==> src/hw/rtl/mtw_pkg.sv <==
package mtw_pkg;

  localparam int STATE_WORDS   = 624;
  localparam int MIDDLE_OFFSET = 397;
  localparam int WORD_W        = 32;
  localparam int POS_W         = $clog2(STATE_WORDS);

  typedef logic [WORD_W-1:0] word_t;
  typedef logic [POS_W-1:0]  pos_t;

  // Twist constants
  localparam word_t TOP_BIT  = 32'h8000_0000;
  localparam word_t LOW_BITS = 32'h7FFF_FFFF;
  localparam word_t TWIST_XOR = 32'h9908_B0DF;

  // Request commands
  localparam logic CMD_LOAD = 1'b0;
  localparam logic CMD_DRAW = 1'b1;

  // Per-cell control from the sequencer
  typedef struct packed {
    logic shift;
    logic load;
  } cell_ctl_t;

endpackage

==> src/hw/rtl/mtw_twist.sv <==
module mtw_twist
  import mtw_pkg::*;
(
  input  word_t head,
  input  word_t next_word,
  input  word_t mid_word,
  output word_t twisted
);

  word_t mixed;

  // Upper bit of the head word joined with the low bits of its neighbor
  assign mixed   = (head & TOP_BIT) | (next_word & LOW_BITS);
  assign twisted = mid_word ^ (mixed >> 1) ^ (mixed[0] ? TWIST_XOR : '0);

endmodule

==> config.mk <==
export PLATFORM = sky130hd
export DESIGN_NAME = mtw_twist
export DESIGN_NICKNAME = d
export VERILOG_FILES = /design/src/hw/rtl/mtw_pkg.sv /design/src/hw/rtl/mtw_twist.sv
export SDC_FILE = /design/constraint.sdc
export NUM_CORES = 1
export LEC_CHECK = 0
export BUFFER_PORTS_ARGS = -buffer_cell sky130_fd_sc_hd__buf_2
export CAP_MARGIN = 20
export CORE_AREA = 2 2 49 51
export DETAILED_ROUTE_END_ITERATION = 16
export DIE_AREA = 0 0 51 53
export PLACE_DENSITY = 0.91
export SLEW_MARGIN = 20
export SYNTH_ARGS = -nofsm -noshare
export SYNTH_HDL_FRONTEND = slang
export SYNTH_SLANG_ARGS = --single-unit
==> constraint.sdc <==
create_clock -name vclk -period 0.9
set_input_delay 0.09 -clock vclk [all_inputs]
set_output_delay 0.09 -clock vclk [all_outputs]
set_load 0.005 [all_outputs]
==> run_results.csv <==
group,metric,value,unit
synth,netlist_area,520,um^2
detailed_routing,vias,659,
grt,grt_max_degree,8,
setup_path,crit_required,0.81,ns
synth,synthCells,33,
power,power,0.656,mW
detailed_routing,wl,1.54,mm
timing,finalCriticalPeriod,0.877,ns
detailed_routing,wl_per_cell,9.38,um
power,clkPwrFrac,0,
floorplan,coreArea,2150,um^2
cells_and_area,design_area,1110,um^2
cells_and_area,fillers,220,
detailed_routing,ant_nets,0,
floorplan,num_rows,17,
power,combPwrFrac,1.000,
synth,yosys_warnings,0,
cells_and_area,utilization,0.518,
hold_path,worstHoldStart,"mid_word[5]",
floorplan,ios,128,
hold_path,holdPathEnd,"twisted[5]",
timing,setup_tns,0,ns
synth,syn_avg_cell_area,15.8,um^2
floorplan,die_x,51,um
timing,worstMarginPinSlew,0.130,ns
synth,synth_seq_area_share,0,
cells_and_area,nNetsFinal,234,
hold_path,hp-class,"primary input to output port",
grt,grt_overflow_total,0,
power,peakVddDrop,0.267,mV
setup_path,cp_max_fo,7,
timing,finalSetupViolCount,0,
power,leakage,0.724,nW
timing,rsz0062_at_grt,"no",
setup_path,slowest_delay,0.46,ns
floorplan,dieArea,2700,um^2
detailed_routing,drc,0,
cells_and_area,n_antenna_cell,0,
cells_and_area,clkbuf_count,0,
power,power_frac_seq,0,
setup_path,end_kind,"output port",
setup_path,critical_path_arrival,0.79,ns
power,p_sw,0.198,mW
setup_path,cp_num_buf_inv,2,
setup_path,critPathKind,"primary input to output port",
setup_path,crit_family,"XOR/XNOR gates",
setup_path,start_kind,"primary input",
placed_design,place_area,1040,um^2
floorplan,die_h,53,um
power,powerDensity,589,nW/um^2
timing,hold_viol,0,
placed_design,io_buffers,96,
hold_path,holdPathStages,3,
synth,synth_nets,129,
power,internal_power,0.458,mW
placed_design,dp_hpwl,1.41,mm
outcome,status,"finished, final reports clean",
grt,antenna_found_initial,0,
cells_and_area,layout-drive-gt1-share,0.801,
timing,slew_viol_final,0,
flow_run,cap_violations,0,
timing,slew_headroom,0.913,
detailed_routing,drtPass1Iterations,2,
grt,first_global_vias,571,
placed_design,gp_congestion,0.675,
grt,grt_use_total,0.0947,
timing,whs,0.424,ns
timing,fmax,1140,MHz
cells_and_area,syn2layout_area_growth,114,%
grt,grt_pass1_wl,2.01,mm
power,p_sw_frac,0.302,
timing,fin_crit_sh,0.974,
floorplan,start_util,0.242,
clocking,cts_hold_buf,0,
cells_and_area,multi_input_area,509,um^2
synth,synth_cell_types,4,
cells_and_area,seq_area,0,um^2
setup_path,cp_cell_sequence,"buf_12 -> xor3_4 -> buf_2",
detailed_routing,drtIter0Drc,2,
cells_and_area,design.seq.count,0,
setup_path,crit_path_top_delay_cell,"xor3_4",
detailed_routing,viasPerCell,4.02,
==> synth_stat cells <==
| library cell | instances | area share |
|---|---|---|
| buf_6 | 1 | 0.022 |
| xor2_1 | 18 | 0.30 |
| xor3_1 | 9 | 0.41 |
| xor3_4 | 5 | 0.26 |
==> metal layers <==
metal / share of wire / wire (um) / vias to the layer above / track usage
met2: 0.52 / 798 / 62 / 0.223
li1: - / - / 320 / -
met4: 0 / 0 / 0 / 0
met1: 0.30 / 457 / 277 / 0.0796
met5: 0 / 0 / - / 0
met3: 0.18 / 282 / 0 / 0.0226
==> through the flow <==
stage,cells,setup slack [ns]
final,164,0.0234
after CTS,164,0.00938
after detailed placement,158,-0.153
after floorplan,33,0.208
after global placement,158,-0.125
after global routing,164,0.00631
==> logic make-up (layout without fill, tap and decap cells) <==
kind of cell	Yosys count	count (layout)	share of synthesized area
xor gates and xnor gates	32	32	0.978
buffers and inverters	1	104	0.0216
==> area by class of cell <==
| type | count | area share |
|---|---|---|
| well taps | 28 | 0.0315 |
| multi-input cells | 32 | 0.457 |
| repair buffers | 104 | 0.511 |
==> cells in the final DEF, fill, tap and decap left out <==
cell type,netlist,final
buf_2,0,94
xor2_1,18,18
xor3_1,9,9
buf_4,0,6
xor3_4,5,5
buf_6,1,3
buf_12,0,1
==> power groups by stage <==
stage,clock network (mW),logic [mW],registers (mW)
final,0,0.656,0
after global routing,0,0.708,0
after CTS,0,0.657,0
after detailed placement,0,0.625,0
after global placement,0,0.610,0
after floorplan,0,0.291,0
==> how the worst max path moves through the flow <==
| stage | startpoint | to | slack, ns | cells after the start |
|---|---|---|---|---|
| 6_report | next_word[0] | twisted[28] | 0.02 | 3 |
| 5_1_grt | next_word[0] | twisted[2] | 0.006 | 3 |
| 4_1_cts | next_word[0] | twisted[7] | 0.009 | 4 |
| 3_5_place_dp | next_word[0] | twisted[27] | -0.15 | 4 |
| 3_3_place_gp | next_word[0] | twisted[15] | -0.13 | 4 |
| 2_1_floorplan | next_word[0] | twisted[12] | 0.21 | 2 |
==> repair_timing <==
item | 4_1_cts | 5_1_grt
setup buffers | 6 | 0
setup endpoints to repair | 14 | 4
gates cloned | 0 | 0
pin swaps | 6 | 4
resized for setup | 6 | 1
Power figures use the tool's default switching activity.
