## config.mk

```make
export PLATFORM = sky130hd
export DESIGN_NAME = mtw_cell
export DESIGN_NICKNAME = d
export VERILOG_FILES = /design/src/hw/rtl/mtw_pkg.sv /design/src/hw/rtl/mtw_cell.sv
export SDC_FILE = /design/constraint.sdc
export NUM_CORES = 1
export LEC_CHECK = 0
export BUFFER_PORTS_ARGS = -buffer_cell sky130_fd_sc_hd__buf_2
export CAP_MARGIN = 10
export CORE_ASPECT_RATIO = 1.25
export CORE_MARGIN = 3
export CORE_UTILIZATION = 45
export DETAILED_ROUTE_END_ITERATION = 10
export PLACE_DENSITY = 0.82
export SETUP_SLACK_MARGIN = 0.5
export SYNTH_ARGS = -nofsm -noshare
export SYNTH_HDL_FRONTEND = slang
export SYNTH_SLANG_ARGS = --single-unit
```

## constraint.sdc

```tcl
create_clock -name clk -period 4.1 [get_ports clk]
set_input_delay 0.41 -clock clk [delete_from_list [all_inputs] [get_ports clk]]
set_output_delay 0.41 -clock clk [all_outputs]
set_load 0.05 [all_outputs]
```

## src/hw/rtl/mtw_pkg.sv

```systemverilog
package mtw_pkg;

  localparam int STATE_WORDS   = 624;
  localparam int MIDDLE_OFFSET = 397;
  localparam int WORD_W        = 32;
  localparam int POS_W         = $clog2(STATE_WORDS);

  typedef logic [WORD_W-1:0] word_t;
  typedef logic [POS_W-1:0]  pos_t;

  // Twist constants
  localparam word_t TOP_BIT  = 32'h8000_0000;
  localparam word_t LOW_BITS = 32'h7FFF_FFFF;
  localparam word_t TWIST_XOR = 32'h9908_B0DF;

  // Request commands
  localparam logic CMD_LOAD = 1'b0;
  localparam logic CMD_DRAW = 1'b1;

  // Per-cell control from the sequencer
  typedef struct packed {
    logic shift;
    logic load;
  } cell_ctl_t;

endpackage

```

## src/hw/rtl/mtw_cell.sv

```systemverilog
module mtw_cell
  import mtw_pkg::*;
(
  input  logic      clk,
  input  cell_ctl_t ctl,
  input  word_t     seed_word,
  input  word_t     shift_in,
  output word_t     word
);

  // Load a seed word, take the neighbor's word on a shift, otherwise hold
  always_ff @(posedge clk) begin
    if (ctl.load) begin
      word <= seed_word;
    end else if (ctl.shift) begin
      word <= shift_in;
    end
  end

endmodule

```

==> results of run 1 <==
cell families after synthesis:
family	synth area share
buffers and inverters	0.0473
DFF	0.637
muxes	0.311
and+or+nand+nor	0.00415
path summary, 6_finish.rpt:
check                    from       end  slack (ns)  cells past startpoint
setup / recovery       ctl[0]  word[27]        2.35                      3
hold / removal    shift_in[6]   word[6]        0.38                      2
power by group:
part | total, mW | switching [mW] | internal, mW
clock network | 0.164 | 0.0981 | 0.0659
registers | 0.410 | 0.00909 | 0.401
logic | 0.251 | 0.169 | 0.0820
total | 0.825 | 0.276 | 0.549
worst max-delay path: stages:
cell,delay [ns]
buf_2,0.72
or2_1,0.20
buf_4,0.37
stage by stage:
step	cell area (um^2)	worst slack, ns	power, mW	std cells	utilization
finish	2030	2.35	0.825	208	0.658
global route	2030	2.27	0.859	208	0.658
floorplan	1510	2.28	0.605	69	-
global placement	1980	2.08	0.663	200	0.642
CTS	2030	2.36	0.834	208	0.658
detailed placement	1980	2.01	0.671	200	0.642
cells in the final DEF (no fill, tap or decap):
| cell type | netlist | routed |
|---|---|---|
| mux2_2 | 3 | 3 |
| mux2_4 | 29 | 29 |
| clkbuf_1 | 0 | 2 |
| buf_2 | 0 | 98 |
| clkinv_1 | 0 | 1 |
| buf_4 | 0 | 1 |
| edfxtp_1 | 32 | 32 |
| or2_1 | 1 | 1 |
| clkbuf_4 | 0 | 5 |
per-layer routing:
metal | GRT usage | share of wire | vias up
li1 | - | - | 473
met1 | 0.150 | 0.31 | 468
met2 | 0.304 | 0.58 | 51
met3 | 0.0547 | 0.087 | 7
met4 | 0.0773 | 0.021 | 0
met5 | 0 | 0 | -
layout make-up:
class                           instances  area share
Clock inverter                          1     0.00185
Timing Repair Buffer                   99       0.246
Sequential cell                        32       0.474
Tap cell                               36      0.0222
Multi-Input combinational cell         33       0.234
Clock buffer                            7      0.0222
==> metrics.md, run 1 <==
| Metric | Value |
|---|---|
| Detailed placement HPWL | `2550 um` |
| IO Pins | `99` |
| Worst slew margin | `0.361` |
| Vias post-DR | `999` |
| Die Span Y | `70.7 um` |
| Largest net degree at the start of global routing | `34` |
| Drc violations | `0` |
| Crit start category | `primary input` |
| Global-route wire length before repair | `4880 um` |
| Post_cts resized | `0` |
| Top cells by area, synth | `edfxtp_1, mux2_4, buf_12, mux2_2, buf_6` |
| Die area | `4090 um^2` |
| Most common flop cell mapped by yosys | `edfxtp_1` |
| RSZ-0062 raised after global routing | `false` |
| Final worst-path cycle share | `0.427` |
| CTS Sinks | `32` |
| Seq. cell area | `961 um^2` |
| Setup tns final | `0 ns` |
| Antenna violation net count after detailed routing | `0` |
| Yosys top cell by area | `edfxtp_1` |
| Tmin final | `1.75 ns` |
| Sequential area share after synthesis | `0.637` |
| Total track usage | `0.162` |
| Mapped Area | `1510 um^2` |
| Final hold vios | `0` |
| Max reg flops | `32` |
| Worst Setup Path Type | `primary input to flip-flop` |
| Port bufs | `98` |
| Average wire per standard cell | `15.5 um` |
| Vias in the first global route | `1088` |
| Cells after Synth | `69` |
| Avg Inst Size Synth | `21.9 um^2` |
| PwrDens | `407 nW/um^2` |
| Hold buffer count at CTS | `0` |
| Fmax | `571 MHz` |
| Crit Path Max Fanout | `33` |
| DR pass1 iterations | `3` |
| Post-synth top cells | `edfxtp_1, mux2_4, buf_12, mux2_2` |
| Setup-failing EPs final | `0` |
| Filler cell count | `234` |
| GRT overflow | `0` |
| N_diodes | `0` |
| Most flops, register | `word` |
| Netlist cell types | `6` |
| Max-cap violations | `0` |
| Multi-input combinational cell area | `475 um^2` |
| Layout cells sized above 1 | `0.791` |
| CTS tree | `built` |
| Num CTS Buffers | `5` |
| Number of nets in the layout | `238` |
| Top cell type's share of synthesized area | `0.637` |
| Syn nets | `136` |
| Layout area overhead | `34.5%` |
| Crit path DAT | `1.73 ns` |
| Worst-path clk slew | `0.10 ns` |
| Slew Viols, Final | `0` |
| Die Wd | `57.8 um` |
| Clock tree buffer depth | `2` |
| YS warnings | `0` |
| Vias/cell | `4.80` |
| Post-synth EDFFs | `32` |
| Hold Worst Slack | `0.383 ns` |
| Core area | `3080 um^2` |
| Total Wirelength | `3230 um` |
| Antenna violations before repair | `0` |
| CP endpoint kind | `flip-flop` |
| Iteration-0 DRC Markers | `12` |
| Initial Utilization | `0.489` |
| H-tree levels | `2` |
| Asr flop ratio synth | `0` |
| Most instantiated library cell after synthesis | `edfxtp_1` |
| Rows | `22` |
| GPL Wtd Cong | `0.742` |
| Top flop regs | `word: 32 flops` |
| Lkg Pwr | `0.995 nW` |
| Least-Margin Pin Slew | `0.959 ns` |
| CTS root buf | `clkbuf_4` |
| Status | `finished clean` |
| Worst IR Drop VDD | `0.246 mV` |
| Worst path required time | `4.08 ns` |
| FF+latch count, synth | `32` |
| Post-CTS Setup Bufs | `0` |
| Worst Hold Class | `primary input to flip-flop` |
Note: power is estimated with default switching activity, not from simulation.
==> run 2: changes to the inputs <==
Settings changed: ABC_AREA set to 1, CORE_UTILIZATION 45 to 36, PLACE_DENSITY 0.82 to 0.72.
Clock period 4.1 ns to 1.6 ns, I/O delays scaled along.
==> run 2 against run 1 <==
Net effect:
- routed wire length up 2.8%
- cell area decreased by 3.2%
- sequential share of layout area grew 1.6 points
- core utilization shrank 11 points
- count of clock-buffer cells in the layout unchanged
- die area rose by 15%
- global-route usage is 2.3 points lower
- flip-flop and latch count stayed put
- area after synthesis is 7.1% lower
- critical path type is now flip-flop to output pin
- critical endpoint is now word[2]
==> metrics.md, run 2 <==
| Metric | Value |
|---|---|
| Status | `finished clean (unchanged)` |
| Rows | `24 (was 22)` |
| Vias/cell | `4.39 (was 4.80)` |
| Die Span Y | `75.8 um (was 70.7 um)` |
| Total track usage | `0.138 (was 0.162)` |
| Max reg flops | `32 (unchanged)` |
| Final hold vios | `0 (unchanged)` |
| Top cell type's share of synthesized area | `0.686 (was 0.637)` |
| Antenna violation net count after detailed routing | `0 (unchanged)` |
| Bufs and invs on worst path | `1 (was 2)` |
| Average wire per standard cell | `12.0 um (was 15.5 um)` |
| Die area | `4680 um^2 (was 4090 um^2)` |
| Most flops, register | `word (unchanged)` |
| Syn nets | `204 (was 136)` |
| Design Area, Final | `1960 um^2 (was 2030 um^2)` |
| Worst-path clk slew | `0.06 ns (was 0.10 ns)` |
| CP endpoint kind | `output pin (was flip-flop)` |
| Layout cells sized above 1 | `0.447 (was 0.791)` |
| GPL Wtd Cong | `0.712 (was 0.742)` |
| IO Pins | `99 (unchanged)` |
| Worst path required time | `1.44 ns (was 4.08 ns)` |
| Number of nets in the layout | `303 (was 238)` |
| Total chip power | `2.21 mW (was 0.825 mW)` |
| Post-synth top cells | `nand2_1, edfxtp_1, buf_6 (was edfxtp_1, mux2_4, buf_12, mux2_2)` |
| Least-Margin Pin Slew | `0.425 ns (was 0.959 ns)` |
| Most instantiated library cell after synthesis | `nand2_1 (was edfxtp_1)` |
| Initial Utilization | `0.389 (was 0.489)` |
| Post_cts resized | `0 (unchanged)` |
| Num CTS Buffers | `5 (unchanged)` |
| PwrDens | `1130 nW/um^2 (was 407 nW/um^2)` |
| Dpl cell area | `1880 um^2 (was 1980 um^2)` |
| Layout area overhead | `40.1% (was 34.5%)` |
| Avg Inst Size Synth | `10.2 um^2 (was 21.9 um^2)` |
| Seq. cell area | `961 um^2 (unchanged)` |
| Hold Worst Slack | `0.147 ns (was 0.383 ns)` |
| CTS tree | `built (unchanged)` |
| CP max-delay cell | `edfxtp_1 (was buf_2)` |
| Fmax | `971 MHz` |
| CP peak stage delay | `0.38 ns (was 0.72 ns)` |
| Detailed placement HPWL | `2600 um (was 2550 um)` |
| Commonest non-fill, non-tap cells in the layout | `buf_2, nand2_1, edfxtp_1 (was buf_2, edfxtp_1, mux2_4)` |
| Post-synth EDFFs | `32 (unchanged)` |
| Filler cell count | `360 (was 234)` |
| Most common flop cell mapped by yosys | `edfxtp_1 (unchanged)` |
| Setup-failing EPs final | `0 (unchanged)` |
| Largest net degree at the start of global routing | `33 (was 34)` |
| Met1 GRT Util | `0.134 (was 0.150)` |
| DR pass1 iterations | `4 (was 3)` |
| CTS Sinks | `32 (unchanged)` |
| Crit Path Max Fanout | `1 (was 33)` |
| CP cell instances | `buf_2 (was buf_2 -> or2_1 -> buf_4)` |
| H-tree levels | `2 (unchanged)` |
| Final worst slack | `0.570 ns (was 2.35 ns)` |
| Post-CTS Setup Bufs | `0 (unchanged)` |
| Hold buffer count at CTS | `0 (unchanged)` |
| Post-Route Utilization | `0.545 (was 0.658)` |
| RSZ-0062 raised after global routing | `false (unchanged)` |
| Vias post-DR | `1212 (was 999)` |
| Port bufs | `98 (unchanged)` |
| Core area | `3600 um^2 (was 3080 um^2)` |
| Crit path max-delay family | `flip-flops (was buffers and inverters)` |
| Total Wirelength | `3320 um (was 3230 um)` |
| Slew Viols, Final | `0 (unchanged)` |
| Crit path DAT | `0.87 ns (was 1.73 ns)` |
| Top flop regs | `word: 32 flops (unchanged)` |
| Asr flop ratio synth | `0 (unchanged)` |
| Iteration-0 DRC Markers | `26 (was 12)` |
| Worst Hold Class | `primary input to flip-flop (unchanged)` |
| Met2 usage | `0.256 (was 0.304)` |
| Lkg Pwr | `1.05 nW (was 0.995 nW)` |
| Netlist cell types | `6 (unchanged)` |
| Multi-input combinational cell area | `369 um^2 (was 475 um^2)` |
| Tmin final | `1.03 ns` |
| Worst slew margin | `0.717 (was 0.361)` |
| Antenna violations before repair | `0 (unchanged)` |
| Cell Count, Final, Fillers Out | `276 (was 208)` |
| Top cells by area, synth | `edfxtp_1, nand2_1, buf_6, buf_4, inv_4 (was edfxtp_1, mux2_4, buf_12, mux2_2, buf_6)` |
| Commonest non-fill, non-tap cell in the layout | `buf_2 (unchanged)` |
| Yosys top cell by area | `edfxtp_1 (unchanged)` |
| Worst IR Drop VDD | `0.484 mV (was 0.246 mV)` |
| GRT overflow | `0 (unchanged)` |
| Sequential area share after synthesis | `0.686 (was 0.637)` |
| Drc violations | `0 (unchanged)` |
| Place WS | `0.343 ns (was 2.01 ns)` |
| M3 GR Usage | `0.0475 (was 0.0547)` |
| Cells after Synth | `137 (was 69)` |
| Vias in the first global route | `991 (was 1088)` |
| Crit start category | `flip-flop (was primary input)` |
| FF+latch count, synth | `32 (unchanged)` |
| Max-cap violations | `0 (unchanged)` |
| Final worst-path cycle share | `0.644` |
| Mapped Area | `1400 um^2 (was 1510 um^2)` |
| Setup tns final | `0 ns (unchanged)` |
| Clock tree buffer depth | `2 (unchanged)` |
| Placed Instances | `268 (was 200)` |
| Worst Setup Path Type | `flip-flop to output pin (was primary input to flip-flop)` |
| Grt peak-use layer | `met2 (unchanged)` |
| N_diodes | `0 (unchanged)` |
| YS warnings | `0 (unchanged)` |
| Die Wd | `61.8 um (was 57.8 um)` |
| Global-route wire length before repair | `4490 um (was 4880 um)` |
| CTS root buf | `clkbuf_8 (was clkbuf_4)` |
==> run 2: cell types whose count changed after synthesis, sizes merged <==
cell   delta
buf       +3
inv       +1
mux2     -32
nand2    +96
==> run 2: path summary, 6_finish.rpt <==
kind | slack (ns) | to | start | depth (start not counted)
worst min-delay path | 0.15 | word[22] | shift_in[22] | 3
worst max-delay path | 0.57 | word[2] | word[2] | 1
==> run 2: logic make-up after synthesis <==
family	Yosys count	share of synthesized area
and+or+nand+nor	97	0.262
buffers and inverters	8	0.0527
DFF	32	0.686
==> run 2: metal layers <==
| layer | vias up | part of all wire |
|---|---|---|
| li1 | 632 | - |
| met1 | 522 | 0.37 |
| met2 | 54 | 0.55 |
| met3 | 4 | 0.067 |
| met4 | 0 | 0.014 |
| met5 | - | 0 |
==> run 2: area by class of cell <==
type                    count  share of cell area
clock inverters             1             0.00191
repair buffers             99               0.254
inverters                   1             0.00319
clock buffers               7              0.0389
flip-flops and latches     32               0.489
multi-input cells          97               0.188
well taps                  39              0.0249
==> run 2: power by group <==
| group | switching, mW | internal (mW) | total, mW |
|---|---|---|---|
| sequential | 0.0185 | 1.03 | 1.05 |
| clock | 0.258 | 0.302 | 0.560 |
| combinational | 0.455 | 0.147 | 0.601 |
